File: config.mk
export PLATFORM = sky130hd
export DESIGN_NAME = ahs_ram
export DESIGN_NICKNAME = d
export VERILOG_FILES = /design/src/rtl/core/ahs_ram.sv
export SDC_FILE = /design/constraint.sdc
export NUM_CORES = 1
export LEC_CHECK = 0
export ABC_AREA = 1
export BUFFER_PORTS_ARGS = -buffer_cell sky130_fd_sc_hd__buf_2
export CORE_UTILIZATION = 55
export CTS_CLUSTER_DIAMETER = 30
export CTS_CLUSTER_SIZE = 40
export DETAILED_ROUTE_END_ITERATION = 8
export PLACE_DENSITY = 0.68
export SLEW_MARGIN = 20
export SYNTH_ARGS = -nofsm -noshare
export SYNTH_HDL_FRONTEND = slang
export SYNTH_SLANG_ARGS = --single-unit
File: constraint.sdc
create_clock -name clk -period 2.4 [get_ports clk]
set_input_delay 0.24 -clock clk [delete_from_list [all_inputs] [get_ports clk]]
set_output_delay 0.24 -clock clk [all_outputs]
set_load 0.005 [all_outputs]
File: src/rtl/core/ahs_ram.sv
// ----------------------------------------------------------------------------
// Access hazard scoreboard RAM
// Simple dual-port memory with one write port and one registered read port.
// ----------------------------------------------------------------------------
module ahs_ram #(
	parameter int DEPTH = 64,
	parameter int WIDTH = 8
) (
	input  logic                     clk,
	input  logic                     we,
	input  logic [$clog2(DEPTH)-1:0] waddr,
	input  logic [WIDTH-1:0]         wdata,
	input  logic                     re,
	input  logic [$clog2(DEPTH)-1:0] raddr,
	output logic [WIDTH-1:0]         rdata
);

	logic [WIDTH-1:0] mem [DEPTH];

	// Write port.
	always_ff @(posedge clk) begin
		if (we) begin
			mem[waddr] <= wdata;
		end
	end

	// Registered read port.
	always_ff @(posedge clk) begin
		if (re) begin
			rdata <= mem[raddr];
		end
	end

endmodule

==> impl_metrics.py, run 1 <==
metrics = {
    "run_status": {
        "outcome": "finished clean",
    },
    "yosys": {
        "syn_inst": 1805,
        "synthMuxAreaShare": 0,
        "syn-cell-area_um2": 21400,
        "synth_top_family_by_area": "simple AND/OR/NAND/NOR gates",
        "ys_ff_latch": 520,
        "synth_fa_ha_area_frac": 0,
        "avgSynthCellArea_um2": 11.9,
        "yosysWarnings": 0,
        "synth_nets": 1828,
        "synth_compound_area_frac": 0,
        "synthXorXnorAreaFrac": 0,
        "synthSimpleGateAreaFrac": 0.231,
        "ys_seq_area_frac": 0.729,
        "yosysUniqueCellTypes": 15,
    },
    "cts": {
        "cts-hold-fix-buffers": 0,
        "insertion_delay_ns": 0.62,
        "ctsResizeCount": 0,
        "postCtsSetupRepairBufs": 0,
        "clkSinkCount": 520,
        "cts-root-buf": "clkbuf_16",
        "path_clk_slew_ns": 0.05,
        "h-tree-depth": 3,
        "cts_made_buffers": 96,
        "clk_path_buf_depth": 3,
        "cts_tree": "done",
    },
    "min_path": {
        "hold_path.class": "input pin to flop",
    },
    "power": {
        "p_leak_nw": 9.67,
        "power_w": 0.0253,
        "p_per_area_nw_per_um2": 977,
        "ir_drop_uv": 716,
    },
    "timing": {
        "fin_skew_ns": 0.0248,
        "setup_tns_ns": 0,
        "setup_viol_count_final": 0,
        "maxSlewViolCount": 0,
        "rsz0062_at_grt": "false",
        "period_share": 0.715,
        "layout_min_cycle_time_ns": 1.72,
        "finalHoldViolCount": 0,
        "worst_pin_slew_ns": 1.12,
        "setup_ws_ns": 0.684,
        "slew_headroom": 0.248,
        "fmax_ghz": 0.583,
    },
    "global_routing": {
        "antenna_found_initial": 3,
        "grt_pass1_wl_mm": 85.0,
        "grt_pass1_vias": 14490,
        "grt.total_usage": 0.290,
        "grt_start_max_net_pins": 117,
        "grt_overflow": 0,
    },
    "routing": {
        "drtIter0Drc": 1630,
        "avgViaCountPerCell": 5.79,
        "drc": 0,
        "drt-total-wl_mm": 55.2,
        "wl_per_cell_um": 21.8,
        "detail-route-antenna-nets": 0,
        "first_pass_iters": 5,
        "via_count": 14641,
    },
    "worst_setup_path": {
        "cp-end-kind": "flop",
        "cp-start-kind": "input pin",
        "arrival_ns": 2.07,
        "critical_path_class": "input pin to flop",
        "path_max_fanout": 32,
        "worstPathRequired_ns": 2.76,
    },
    "cells_and_area": {
        "syn_to_final_growth_pct": 20.9,
        "final_common_cell": "nand2_1",
        "stdcell_area_um2": 25900,
        "drive_gt1_frac": 0.152,
        "fin_nets": 1956,
        "final_cell_mix": "648 x nand2_1, 520 x edfxtp_1, 439 x nand3_1, 100 x clkbuf_16, 96 x buf_4",
    },
    "floorplan": {
        "initial_utilization": 0.563,
        "die_area_um2": 39700,
        "coreArea_um2": 38000,
        "fp.dieW_um": 199,
        "ios": 31,
        "rows": 71,
        "die_y_um": 199,
    },
    "job": {
        "max_cap_violations": 0,
    },
    "place": {
        "numPortBuffers": 30,
        "routabilityCongestion": 0.951,
        "pre_cts_ws_ns": 0.387,
        "dp_hpwl_mm": 32.0,
        "placed_cell_area_um2": 22500,
    },
}
==> cell families after synthesis <==
kind of cell,Yosys count
buffers and inverters,125
and+or+nand+nor,1160
DFF,520
==> power by group <==
part	total (W)	internal (W)	leakage (nW)	switching, W
logic	0.00122	0.000330	3.36	0.000890
clock network	0.0139	0.00942	1.63	0.00453
registers	0.0101	0.0101	4.69	0.0000317
==> cell usage after synthesis (all sizes together) <==
library cell	instances	area, um^2
nand4	9	56.3
clkbuf	15	56.3
nor4	8	50.1
buf	98	752
edfxtp	520	15600
nand2	648	2430
nand3	439	2200
nor2	56	210
inv	12	50.1
==> stage by stage <==
stage | hold WS [ns] | std cells | utilization
final | 0.0608 | 2527 | 0.681
after floorplan | 0.339 | 1805 | -
after CTS | 0.0257 | 2524 | 0.681
after detailed placement | 0.665 | 2346 | 0.591
after global routing | 0.0388 | 2526 | 0.681
after global placement | 0.659 | 2346 | 0.591
==> critical path, cell delays in order <==
cell	delay, ns
buf_2	0.12
clkinv_1	0.86
nand2_1	0.36
nand3_1	0.22
nand3_1	0.21
nand2_1	0.07
==> final cells by class <==
| type | count | area, um^2 |
|---|---|---|
| Tap cell | 511 | 639 |
| Multi-Input combinational cell | 1160 | 4950 |
| Sequential cell | 520 | 15600 |
| Clock buffer | 107 | 2530 |
| Fill cell | 2734 | 12100 |
| Inverter | 12 | 52.6 |
| Clock inverter | 71 | 866 |
| Antenna cell | 3 | 7.51 |
| Timing Repair Buffer | 143 | 1230 |
==> routing by layer <==
layer  routed length (um)  global-route usage
met5                    0                   0
met4                 2130               0.133
met3                 4740              0.0479
met2                26300               0.453
met1                22000               0.403
==> final timing paths <==
path / slack [ns] / cells after the start / end / from
worst max register to register: 0.89 / 8 / rdata[7] / mem[59][7]
worst min-delay path: 0.06 / 1 / rdata[2] / re
worst min register to register: 0.90 / 8 / rdata[0] / mem[52][0]
worst max-delay path: 0.68 / 6 / rdata[0] / raddr[3]
==> flip-flops by register name, indices dropped and copies added (netlist names) <==
| signal | count |
|---|---|
| mem | 512 |
| rdata | 8 |
No activity file was read; power rests on OpenSTA's default activity.
==> run 2, diff against run 1 <==
--- a/config.mk
+++ b/config.mk
@@ -11,7 +11,7 @@
 export CTS_CLUSTER_DIAMETER = 30
 export CTS_CLUSTER_SIZE = 40
 export DETAILED_ROUTE_END_ITERATION = 8
-export PLACE_DENSITY = 0.68
+export PLACE_DENSITY = 0.71
 export SLEW_MARGIN = 20
 export SYNTH_ARGS = -nofsm -noshare
 export SYNTH_HDL_FRONTEND = slang
==> constraint.sdc (replaced) <==
create_clock -name clk -period 1.43 [get_ports clk]
set_input_delay 0.143 -clock clk [delete_from_list [all_inputs] [get_ports clk]]
set_output_delay 0.143 -clock clk [all_outputs]
set_load 0.005 [all_outputs]
==> run 2 against run 1 <==
Effect of this change: sequential power rose by 68%; utilization grew 2.6 points; clock skew increased by 0.0017 ns; sequential share of layout area is 2.2 points lower; flip-flop and latch count unchanged; combinational power up 96%; global-route usage rose by 0.77 points; total power is 66% higher; die area unchanged; critical path type is now flop to flop; largest power group unchanged; highest routed layer is now met5.
==> impl_metrics.py, run 2 (synthesis results as in run 1) <==
metrics = {
    "power": {
        "p_per_area_nw_per_um2": 1570,
        "power_w": 0.0420,
        "p_leak_nw": 10.0,
        "ir_drop_uv": 1120,
    },
    "place": {
        "dpl.cell_count": 2388,
        "pre_cts_ws_ns": -0.320,
        "routabilityCongestion": 0.905,
        "numPortBuffers": 30,
        "dp_hpwl_mm": 33.2,
    },
    "cells_and_area": {
        "fin_cells": 2572,
        "seq_area_um2": 15600,
        "final_util": 0.707,
        "regMostFlops": "mem",
        "final_cell_mix": "634 x nand2_1, 520 x edfxtp_1, 396 x nand3_1, 117 x buf_4, 97 x clkbuf_16",
        "fillers": 2575,
        "drive_gt1_frac": 0.216,
        "final_common_cell": "nand2_1",
        "largest_reg_flops": 512,
        "multi_input_area_um2": 5390,
        "top_regs": "mem: 512 flops, rdata: 8 flops",
        "fin_nets": 2002,
        "syn_to_final_growth_pct": 25.4,
    },
    "routing": {
        "drt-total-wl_mm": 57.5,
        "via_count": 15116,
        "detail-route-antenna-nets": 0,
        "wl_per_cell_um": 22.3,
        "drtIter0Drc": 1806,
        "avgViaCountPerCell": 5.88,
        "first_pass_iters": 6,
        "drc": 0,
    },
    "floorplan": {
        "fp.dieW_um": 199,
        "die_area_um2": 39700,
        "rows": 71,
        "die_y_um": 199,
        "initial_utilization": 0.563,
        "ios": 31,
        "coreArea_um2": 38000,
    },
    "worst_setup_path": {
        "regToRegSetupSlack_ns": 0.02,
        "cp-end-kind": "flop",
        "r2r_start": "mem[3][1]",
        "reg2reg_depth": 8,
        "arrival_ns": 1.80,
        "reg2reg_to": "rdata[1]",
        "critical_path_class": "flop to flop",
        "worstPathRequired_ns": 1.81,
        "path_max_fanout": 1,
        "cp-start-kind": "flop",
    },
    "timing": {
        "finalHoldViolCount": 0,
        "fin_skew_ns": 0.0265,
        "setup_ws_ns": 0.0167,
        "fmax_ghz": 0.708,
        "slew_headroom": 0.604,
        "worst_pin_slew_ns": 0.594,
        "layout_min_cycle_time_ns": 1.41,
        "setup_viol_count_final": 0,
        "maxSlewViolCount": 0,
        "period_share": 0.988,
    },
    "cts": {
        "clk_path_buf_depth": 3,
        "cts_made_buffers": 97,
        "cts_tree": "done",
        "cts-root-buf": "clkbuf_16",
        "h-tree-depth": 3,
        "insertion_delay_ns": 0.63,
        "clkSinkCount": 520,
        "path_clk_slew_ns": 0.05,
    },
    "min_path": {
        "hold_path.class": "input pin to flop",
        "min_to": "mem[1][5]",
        "worstHoldStart": "wdata[5]",
        "holdPathStages": 2,
    },
    "global_routing": {
        "antenna_found_initial": 2,
        "grt_overflow": 0,
        "grt_pass1_wl_mm": 86.3,
        "grt.total_usage": 0.298,
        "grt_start_max_net_pins": 65,
        "grt_pass1_vias": 14922,
    },
    "job": {
        "max_cap_violations": 0,
    },
    "run_status": {
        "outcome": "finished clean",
    },
}
==> run 2: changes by cell type in the layout (fill, tap and decap cells not counted), sizes merged <==
cell / delta
buf: +42
bufinv: -5
clkbuf: -3
clkinv: +7
clkinvlp: +4
diode: -2
dlygate4sd3: +3
inv: -1
==> run 2: how the worst max path moves through the flow <==
stage | from | endpoint | slack, ns | cells after the start
after floorplan | we | mem[48][0] | -0.27 | 3
after global placement | raddr[0] | rdata[4] | -0.31 | 11
after detailed placement | raddr[0] | rdata[4] | -0.32 | 11
after CTS | mem[56][0] | rdata[0] | 0.004 | 8
after global routing | mem[1][1] | rdata[1] | -0.05 | 8
final | mem[3][1] | rdata[1] | 0.02 | 8
==> run 2: what timing repair did <==
item,in CTS,in global routing
buffers inserted,0,0
setup endpoints to repair,3,8
endpoints found under the hold margin,55,0
hold buffers,3,0
gates resized for setup,6,51
pin swaps,0,12
==> run 2: cell type report <==
cell class,instances,share of cell area
flip-flops and latches,520,0.581
clock inverters,76,0.0319
clock buffers,104,0.0913
well taps,511,0.0238
repair buffers,188,0.0685
diodes,1,0.0000931
multi-input cells,1160,0.200
inverters,12,0.00265
==> run 2: metal layers <==
layer / track usage / vias up / share of wire
met4: 0.138 / 2 / 0.037
li1: - / 6759 / -
met5: 0 / - / 0.00033
met3: 0.0727 / 159 / 0.11
met2: 0.473 / 901 / 0.48
met1: 0.390 / 7295 / 0.38
==> run 2: worst max-delay path, cell delays in order (launching register included) <==
cell and delay, ns:
edfxtp_1 0.40, nand2_1 0.12, nand3_1 0.10, nand3_2 0.07
nand2_1 0.08, nand2_1 0.09, nand3_1 0.10, nand3_2 0.12
nand2_1 0.06
==> run 2: through the flow <==
stage / setup TNS, ns / area (um^2) / hold slack (ns)
final: 0 / 26900 / 0.0495
after global routing: -0.147 / 26900 / 0.0498
after CTS: 0 / 26600 / 0.0101
after detailed placement: -2.97 / 23300 / 0.537
after global placement: -2.26 / 23300 / 0.538
after floorplan: -49.42 / 21700 / 0.242
==> run 2: where the power goes <==
group / switching (W) / internal, W / leakage [nW]
clock network: 0.00796 / 0.0147 / 1.57
registers: 0.0000432 / 0.0169 / 4.69
logic: 0.00166 / 0.000733 / 3.75
total: 0.00966 / 0.0324 / 10.0
